## src/rtl/gme_pkg.sv

```systemverilog
// ----------------------------------------------------------------------------
// gme_pkg: shared types and constants of the Gram matrix entry engine
// Holds the transfer payloads, the internal job format passed from the front
// end to the back end, and the back-end sequencer states.
// ----------------------------------------------------------------------------
`default_nettype none

package gme_pkg;

    localparam int IDX_W   = 6;   // row_index, col_index, entry_row, entry_col
    localparam int ELEM_W  = 16;  // Q0.16 matrix element
    localparam int PROD_W  = 32;  // Q0.32 product of two elements
    localparam int ENTRY_W = 38;  // Q6.32 dot product
    localparam int SIZE_W  = 7;   // matrix_size register

    localparam logic [SIZE_W-1:0] SIZE_RESET = 7'd64;

    localparam logic CMD_WRITE = 1'b0;
    localparam logic CMD_QUERY = 1'b1;

    localparam int QUEUE_DEPTH = 2;

    typedef struct packed {
        logic              command;
        logic [IDX_W-1:0]  row_index;
        logic [IDX_W-1:0]  col_index;
        logic [ELEM_W-1:0] element_value;
    } t_in_item;

    typedef struct packed {
        logic [ENTRY_W-1:0] product_entry;
        logic [IDX_W-1:0]   entry_row;
        logic [IDX_W-1:0]   entry_col;
    } t_out_item;

    // Work classes decided by the front end.
    typedef enum logic [1:0] {
        OP_WRITE,       // store one element
        OP_QUERY,       // accumulate the dot product of two stored rows
        OP_ZERO         // query naming a row beyond capacity: result is zero
    } t_op;

    typedef struct packed {
        t_op               op;
        logic [IDX_W-1:0]  row;
        logic [IDX_W-1:0]  col;
        logic [ELEM_W-1:0] value;
    } t_job;

    typedef enum logic [1:0] {
        ST_IDLE,
        ST_RUN,
        ST_DRAIN,
        ST_DONE
    } t_back_state;

endpackage

`default_nettype wire

```

## src/rtl/gme_front.sv

```systemverilog
// ----------------------------------------------------------------------------
// gme_front: input front end of the Gram matrix entry engine
// Accepts input transfers, classifies each as an element write, a row-pair
// query or an out-of-range query, drops writes beyond capacity, and holds the
// resulting jobs in a short queue for the back end.
// ----------------------------------------------------------------------------
`default_nettype none

module gme_front
    import gme_pkg::*;
#(
    parameter int MAX_SIZE = 64
) (
    input  wire logic     i_clk,
    input  wire logic     i_rst_n,
    input  wire logic     i_in_valid,
    output logic          o_in_stall,
    input  wire t_in_item i_in_item,
    output logic          o_job_valid,
    output t_job          o_job,
    input  wire logic     i_job_pop
);

    localparam int ROW_W = $clog2(MAX_SIZE);
    localparam int EXT_W = ((ROW_W > IDX_W) ? ROW_W : IDX_W) + 1;
    localparam int PTR_W = $clog2(QUEUE_DEPTH);
    localparam int CNT_W = $clog2(QUEUE_DEPTH + 1);

    t_job             r_slot [QUEUE_DEPTH];
    logic [PTR_W-1:0] r_wr_ptr, n_wr_ptr;
    logic [PTR_W-1:0] r_rd_ptr, n_rd_ptr;
    logic [CNT_W-1:0] r_count, n_count;

    logic row_ok, col_ok, accept, push, pop;
    t_job job_in;

    always_comb begin
        row_ok = EXT_W'(i_in_item.row_index) < EXT_W'(MAX_SIZE);
        col_ok = EXT_W'(i_in_item.col_index) < EXT_W'(MAX_SIZE);

        job_in.row   = i_in_item.row_index;
        job_in.col   = i_in_item.col_index;
        job_in.value = i_in_item.element_value;
        if (i_in_item.command == CMD_QUERY) begin
            job_in.op = (row_ok && col_ok) ? OP_QUERY : OP_ZERO;
        end else begin
            job_in.op = OP_WRITE;
        end

        o_in_stall = (r_count == CNT_W'(QUEUE_DEPTH));
        accept     = i_in_valid && !o_in_stall;
        // A write outside the matrix is taken and forgotten.
        push = accept && !((i_in_item.command == CMD_WRITE) && !(row_ok && col_ok));

        o_job_valid = (r_count != '0);
        o_job       = r_slot[r_rd_ptr];
        pop         = i_job_pop && o_job_valid;

        n_wr_ptr = push ? PTR_W'(r_wr_ptr + 1'b1) : r_wr_ptr;
        n_rd_ptr = pop  ? PTR_W'(r_rd_ptr + 1'b1) : r_rd_ptr;
        n_count  = r_count;
        if (push && !pop) begin
            n_count = CNT_W'(r_count + 1'b1);
        end else if (pop && !push) begin
            n_count = CNT_W'(r_count - 1'b1);
        end
    end

    always_ff @(posedge i_clk) begin
        if (!i_rst_n) begin
            r_wr_ptr <= '0;
            r_rd_ptr <= '0;
            r_count  <= '0;
        end else begin
            r_wr_ptr <= n_wr_ptr;
            r_rd_ptr <= n_rd_ptr;
            r_count  <= n_count;
        end
    end

    always_ff @(posedge i_clk) begin
        if (push) begin
            r_slot[r_wr_ptr] <= job_in;
        end
    end

endmodule

`default_nettype wire

```

## config.mk

```make
export PLATFORM = sky130hd
export DESIGN_NAME = gme_front
export DESIGN_NICKNAME = d
export VERILOG_FILES = /design/src/rtl/gme_pkg.sv /design/src/rtl/gme_front.sv
export SDC_FILE = /design/constraint.sdc
export NUM_CORES = 1
export LEC_CHECK = 0
export BUFFER_PORTS_ARGS = -buffer_cell sky130_fd_sc_hd__buf_2
export CAP_MARGIN = 20
export CORE_UTILIZATION = 45
export DETAILED_ROUTE_END_ITERATION = 8
export GPL_TIMING_DRIVEN = 1
export PLACE_DENSITY = 0.73
export SLEW_MARGIN = 20
export SYNTH_ARGS = -nofsm -noshare
export SYNTH_HDL_FRONTEND = slang
export SYNTH_SLANG_ARGS = --single-unit
```

## constraint.sdc

```tcl
create_clock -name i_clk -period 2.18 [get_ports i_clk]
set_input_delay 0.218 -clock i_clk [delete_from_list [all_inputs] [get_ports i_clk]]
set_output_delay 0.218 -clock i_clk [all_outputs]
set_load 0.02 [all_outputs]
```

After elaboration in Yosys (flattened, before gate mapping)
Memory sizes are Yosys's and may differ from the RTL's. A register that Yosys moved wholly into a read port is not among the register bits.
Cells that the tools add are included.

cells by class
  divide/modulo/power cells = 0
  order comparisons = 0
  shift operators = 0
  multiplexer cells = 7
  add/sub/neg operators = 4
  bitwise operators = 0
  equality and inequality tests = 1
  reduce and logical (&&, ||, !) cells = 9
  $mul = 0

operators with widths
  cell                                                                 number
  1-bit 2-to-1 mux                                                     5
  1-bit logical AND                                                    4
  2-bit 2-to-1 mux                                                     2
  2-bit nonzero test                                                   2
  1-bit logical NOT                                                    3
  1-bit adder (second input constant)                                  2
  2-bit by 1-bit adder with 2-bit output (second input constant)       1
  2-bit == test (second input constant)                                1
  2-bit by 1-bit subtractor with 2-bit output (second input constant)  1

word-level totals
  bits in writable memories = 58
  bits of input ports = 33
  output and inout port bits = 32
  ROM bits = 0
  memories kept = 1
  latch bits = 0
  flip-flop bits (word level) = 4

memory list
  memory  depth  bits a word  rd ports  clocked after Yosys merged registers in  write ports  line             RTL
  r_slot  2      29           1         1                                        1            gme_front.sv:29  t_job r_slot [QUEUE_DEPTH];

Logic depth before layout (Yosys ltp)
Gate-level depths: netlist (run 1).

  depth after elaboration = 7
  gate-level depth with buffers = 7

Worst setup path after synthesis (run 1)
No wires, ideal clock.

  path type = register to register
  start = register r_count[0]
  end = memory r_slot[0][0] (netlist bit), enable pin
  slack = -30 ps
  data arrival time = 1798 ps
  setup time = 412 ps
  stages on the path, launching flop included = 4
  cells stage by stage = dfxtp_1 -> nand2b_1 -> inv_2 -> nor3_2

on the way
  cells in the longest elaborated chain, start to end = 5

ends and longest elaborated chain
  item                                    line             RTL
  start: declaration                      gme_front.sv:32  logic [CNT_W-1:0] r_count, n_count;
  start signal: assignment                gme_front.sv:77  r_count <= n_count;
  2-bit == test                           gme_front.sv:50  o_in_stall = (r_count == CNT_W'(QUEUE_DEPTH));
  named net o_in_stall                    gme_front.sv:17  output logic o_in_stall,
  1-bit logical NOT                       gme_front.sv:51  accept = i_in_valid && !o_in_stall;
  1-bit logical AND                       gme_front.sv:51
  1-bit 2-to-1 mux                        gme_front.sv:82  if (push) begin
  1-bit 2-to-1 mux (not written as such)  gme_front.sv:83  r_slot[r_wr_ptr] <= job_in;
  end: declaration                        gme_front.sv:29

The timed path passes the listed nets, and every way through them passes these cells.

==> results of run 1 <==
## synthesized netlist by cell type
cell      number  area share (%)
a21boi_0       1            0.32
a21boi_1       1            0.32
and2_1         3            0.80
and3_1         1            0.27
buf_2          1            0.21
buf_4          3            0.96
conb_1         1            0.16
dfxtp_1        5             4.3
edfxtp_1      58              75
ha_1           1            0.54
inv_1          1            0.16
inv_2          1            0.16
mux2_2        29              14
nand2b_1       1            0.27
nor2_1         1            0.16
nor3_2         1            0.43
o21a_1         1            0.32
o21ai_0        1            0.21
o21ai_1        1            0.21
or2_2          1            0.27
or3_1          1            0.27
xnor2_1        2            0.75
xor2_1         1            0.38
## worst register-to-register path, cell delays in order, from the launching register on
cell and delay (ns):
dfxtp_1 0.42, nand2b_1 0.18, inv_2 0.07, nor2_1 0.09, ha_1 0.26, or3_1 0.35
a21boi_1 0.16
## report_power, final
group          total [uW]  switching, uW  internal [uW]
logic                1040            601            442
registers            1580           57.9           1520
clock network         770            380            390
total                3390           1040           2360
## worst paths after layout
path / slack, ns / start / endpoint / cells past startpoint
setup reg to reg: 0.58 / r_count[0]$_SDFFE_PN0P_ / r_count[1]$_SDFFE_PN0P_ / 6
hold reg to reg: 0.55 / r_count[1]$_SDFFE_PN0P_ / r_count[1]$_SDFFE_PN0P_ / 2
hold / removal: 0.08 / i_in_item[6] / r_slot[0][6]$_DFFE_PP_ / 1
setup / recovery: 0.49 / register / o_job[10] / 3
## state kept, by name (all words and copies together) (netlist names), named ones only
signal / count
r_slot: 58
r_wr_ptr: 1
r_count: 2
r_rd_ptr: 1
## cell usage in the layout, fill, tap and decap left out
master	Yosys	routed
nor3_4	0	1
or2_2	1	1
o21a_1	1	1
nor2_1	1	1
o21ai_0	1	1
clkbuf_1	0	2
clkbuf_8	0	9
clkinv_2	0	1
or3_1	1	1
xor2_1	1	1
a21boi_1	1	1
and3_1	1	1
edfxtp_1	58	58
inv_1	1	1
buf_4	3	6
nand2b_1	1	1
ha_1	1	1
xnor2_1	2	2
mux2_2	29	29
conb_1	1	1
a21boi_0	1	1
and2_1	3	3
clkinv_1	0	2
dfxtp_1	5	5
o21ai_1	1	1
buf_2	1	63
inv_2	1	1
## metal layers
metal  track usage, %  share of wire [%]  vias to the layer above
met5                0                  0                        -
met4             11.5                2.5                        0
met3             5.01                7.1                       12
met2             25.3                 52                       48
met1             15.4                 39                      605
li1                 -                  -                      592
## cell type report
class / count / area share (%)
multi-input cells: 48 / 16.0
repair buffers: 69 / 12.4
clock inverters: 3 / 0.431
inverters: 2 / 0.259
well taps: 67 / 2.89
flip-flops and latches: 63 / 63.4
clock buffers: 11 / 4.53
## kinds of logic after synthesis
logic type / count (synthesis) / share of synthesized area, %
fa+ha+maj: 1 / 0.536
mux: 29 / 14.0
compound gates: 5 / 1.39
other cells: 1 / 0.161
flops: 63 / 78.8
buf+inv: 6 / 1.50
xor+xnor: 3 / 1.13
simple gates: 9 / 2.46
## metrics by stage
step / hold WS [ns] / setup WS, ns
final: 0.0764 / 0.494
after global routing: 0.0617 / 0.427
after CTS: 0.0564 / 0.453
after detailed placement: 0.410 / 0.606
after global placement: 0.405 / 0.709
after floorplan: 0.317 / 0.413
==> results.yml, run 1 <==
setup_path:
  path_delay_family: "buffers and inverters"
  arrival_ns: 1.47
  crit_path_max_incr_delay_ns: 0.38
  critPathKind: "register to output port"
  worst-path-buf-inv: 2
  path_max_fanout: 20
  cp_slowest_cell: "mux2_2"
  critPathRequiredTime_ns: 1.96
  crit_chain: "buf_4 -> mux2_2 -> buf_2"
  endpoint_kind: "output port"
  worstSetupStartpointType: "register"
placement:
  hpwl_mm: 2.62
  port_buffers: 63
  dpl_cell_area_sq_um: 2760
  gp_congestion: 0.608
  placed_cells: 249
job:
  drv_cap: 0
synthesis:
  syn_nets: 151
  yosysSeqAreaShare_pct: 78.8
  ys_types: 23
  syn_avg_cell_area_sq_um: 20.0
  ys_warn_count: 0
  ys_seq_elements: 63
  netlist_instances: 117
  synthesis.area_sq_um: 2340
layout:
  final-seq-area_sq_um: 1840
  final_area_sq_um: 2900
  syn2layout_area_growth_pct: 24.3
  layout.core_utilization_pct: 59.9
  multi_input_area_sq_um: 465
  final_cells: 263
  nFillCells: 376
  drive_above_1_share_pct: 56.6
  nets: 227
  diodes: 0
run_status:
  outcome: "complete, no violations"
detailed_routing:
  routed_via_density: 4.78
  via_count: 1257
  wl_per_cell_um: 14.5
  first_iter_violations: 62
  ant_nets: 0
  first_pass_iters: 4
  drt-total-wl_mm: 3.81
  post-route-drc-count: 0
power_and_ir_drop:
  p_leak_uw: 0.00111
  peakVddDrop_v: 0.000674
  p_per_area_nw_per_um2: 1170
  power_uw: 3390
cts:
  clock-sinks: 63
  cts_resized: 0
  clk_latency_ns: 0.33
  clk_pin_slew_ns: 0.06
  cts_setup_buffers: 0
  tritoncts: "done"
  clock_tree.buffer_depth: 2
  ctsHtreeMaxLevel: 3
  cts-root-buf: "clkbuf_8"
  cts_hold_buf: 0
  cts_buffers: 9
global_routing:
  grt_util_all_layers_pct: 15.0
  grt_pass1_wl_mm: 5.67
  grt_overflow_total: 0
  antenna_found_initial: 0
  grt_max_degree: 23
  grt_pass1_vias: 1266
die:
  die_area_sq_um: 5480
  die_y_um: 74.1
  chipWidth_um: 74.1
  rows: 25
  start_util_pct: 48.2
  core_sq_um: 4850
  io_pins: 65
worst_hold_path:
  hp-class: "primary input to register"
timing:
  fmax_ghz: 0.593
  rsz0062_at_grt: "false"
  final_min_period_over_clock_period_pct: 77.3
  skew_ns: 0.00820
  finalCriticalPeriod_ns: 1.69
  setup_viol: 0
  final_max_slew_viol_count: 0
  hold_viol: 0
  finalSetupTns_ns: 0
Note: power is estimated with default switching activity, not from simulation.
==> run 2, diff against run 1 <==
clock period = 1.5 ns   (was 2.18 ns; I/O delays follow)
==> results.yml, run 2 (synthesized netlist as in run 1, its figures left out) <==
global_routing:
  antenna_found_initial: 0
  grt_overflow_total: 0
  grt_pass1_wl_mm: 6.04
  grt_util_all_layers_pct: 16.3
  grt_max_degree: 19
  grt_pass1_vias: 1240
setup_path:
  critPathRequiredTime_ns: 1.35
  arrival_ns: 1.38
  worstSetupStartpointType: "register"
  cp_slowest_cell: "dfxtp_4"
  path_max_fanout: 15
  path_delay_family: "flip-flops"
  critPathKind: "register to output port"
  crit_chain: "buf_12 -> mux2_2 -> buf_4"
  worst-path-buf-inv: 2
  endpoint_kind: "output port"
  crit_path_max_incr_delay_ns: 0.38
timing:
  final_max_slew_viol_count: 0
  fin_hold_ws_ns: 0.0183
  worst_slack_ns: -0.0264
  finalCriticalPeriod_ns: 1.53
  setup_viol: 15
  hold_viol: 0
  skew_ns: 0.00512
  final_min_period_over_clock_period_pct: 102
  fmax_ghz: 0.655
  rsz0062_at_grt: "true"
  finalSetupTns_ns: -0.0806
placement:
  gp_congestion: 0.648
  hpwl_mm: 2.73
  place_ws_ns: 0.0225
  port_buffers: 63
cts:
  clk_latency_ns: 0.33
  cts-root-buf: "clkbuf_8"
  cts_buffers: 9
  clk_pin_slew_ns: 0.06
  clock-sinks: 63
  ctsHtreeMaxLevel: 3
  tritoncts: "done"
  clock_tree.buffer_depth: 2
die:
  die_area_sq_um: 5480
  rows: 25
  io_pins: 65
  start_util_pct: 48.2
  chipWidth_um: 74.1
  core_sq_um: 4850
  die_y_um: 74.1
power_and_ir_drop:
  p_sw_uw: 1680
  swShare_pct: 29.3
  power_uw: 5720
  intPower_uw: 4040
  pwr-share-seq_pct: 40.8
  peakVddDrop_v: 0.00109
  p_per_area_nw_per_um2: 1730
  clock_power_share_pct: 26.9
  pwr-share-comb_pct: 32.3
  p_leak_uw: 0.00127
layout:
  final-seq-area_sq_um: 1850
  most-common-layout-cells: "58 x edfxtp_1, 48 x buf_2, 28 x mux2_2"
  nFillCells: 328
  final_common_cell: "edfxtp_1"
  largestRegisters: "r_slot (58), r_count (2)"
  regMostFlops: "r_slot"
  syn2layout_area_growth_pct: 41.7
  nets: 249
  multi_input_area_sq_um: 478
  diodes: 0
  largest_reg_flops: 58
  drive_above_1_share_pct: 55.5
detailed_routing:
  first_iter_violations: 75
  first_pass_iters: 4
  routed_via_density: 4.67
  wl_per_cell_um: 15.4
  via_count: 1340
  post-route-drc-count: 0
  drt-total-wl_mm: 4.43
  ant_nets: 0
job:
  drv_cap: 0
worst_hold_path:
  hp-class: "primary input to register"
run_status:
  outcome: "finished with violations"
  violations: "negative setup slack"
[run 2: repair_timing]
action | CTS | global route
hold buffers | 7 | 13
buffers inserted | 0 | 1
pin swaps | 0 | 2
resized for setup | 25 | 9
gates cloned | 1 | 0
hold endpoints to repair | 14 | 23
endpoints found under the setup margin | 29 | 30
[run 2: final timing paths]
path / slack [ns] / from / to / depth (start not counted)
setup / recovery: -0.03 / register / o_job[17] / 3
hold / removal: 0.02 / i_in_item[22] / r_slot[0][22]$_DFFE_PP_ / 1
setup reg to reg: 0.04 / r_count[0]$_SDFFE_PN0P_ / r_count[1]$_SDFFE_PN0P_ / 6
hold reg to reg: 0.53 / r_count[1]$_SDFFE_PN0P_ / r_count[1]$_SDFFE_PN0P_ / 2
[run 2: area by class of cell]
cell class,instances,share of cell area (%)
inverter,2,0.302
timing repair buffer,91,20.4
clock inverter,7,2.65
multi-input combinational,48,14.4
clock buffer,9,3.74
sequential,63,55.9
tap,67,2.53
[run 2: worst reg2reg max path, stage by stage (launching register included)]
cell	delay, ns
dfxtp_4	0.36
nand2b_4	0.16
inv_4	0.05
nor2_1	0.03
ha_1	0.33
or3_1	0.35
a21boi_1	0.12
[run 2: power groups by stage]
| stage | clock, uW | combinational (uW) | sequential, uW |
|---|---|---|---|
| 6_report | 1540 | 1850 | 2340 |
| 5_1_grt | 1640 | 1960 | 2360 |
| 4_1_cts | 1570 | 1780 | 2330 |
| 3_5_place_dp | 0 | 1590 | 2350 |
| 3_3_place_gp | 0 | 1550 | 2320 |
| 2_1_floorplan | 0 | 1110 | 2320 |
[run 2: stage by stage]
step	utilization (%)	instance area (sq um)	instances
2_1_floorplan	-	2350	117
3_3_place_gp	57.4	2780	249
3_5_place_dp	57.4	2780	249
4_1_cts	65.0	3150	273
5_1_grt	68.3	3310	287
6_report	68.3	3310	287
[run 2: metal layers]
metal	GRT usage (%)	vias to the layer above	share of wire (%)
met3	5.96	6	5.1
met4	8.97	0	1.4
met1	18.4	647	41
met5	0	-	0
met2	26.9	45	52
li1	-	642	-
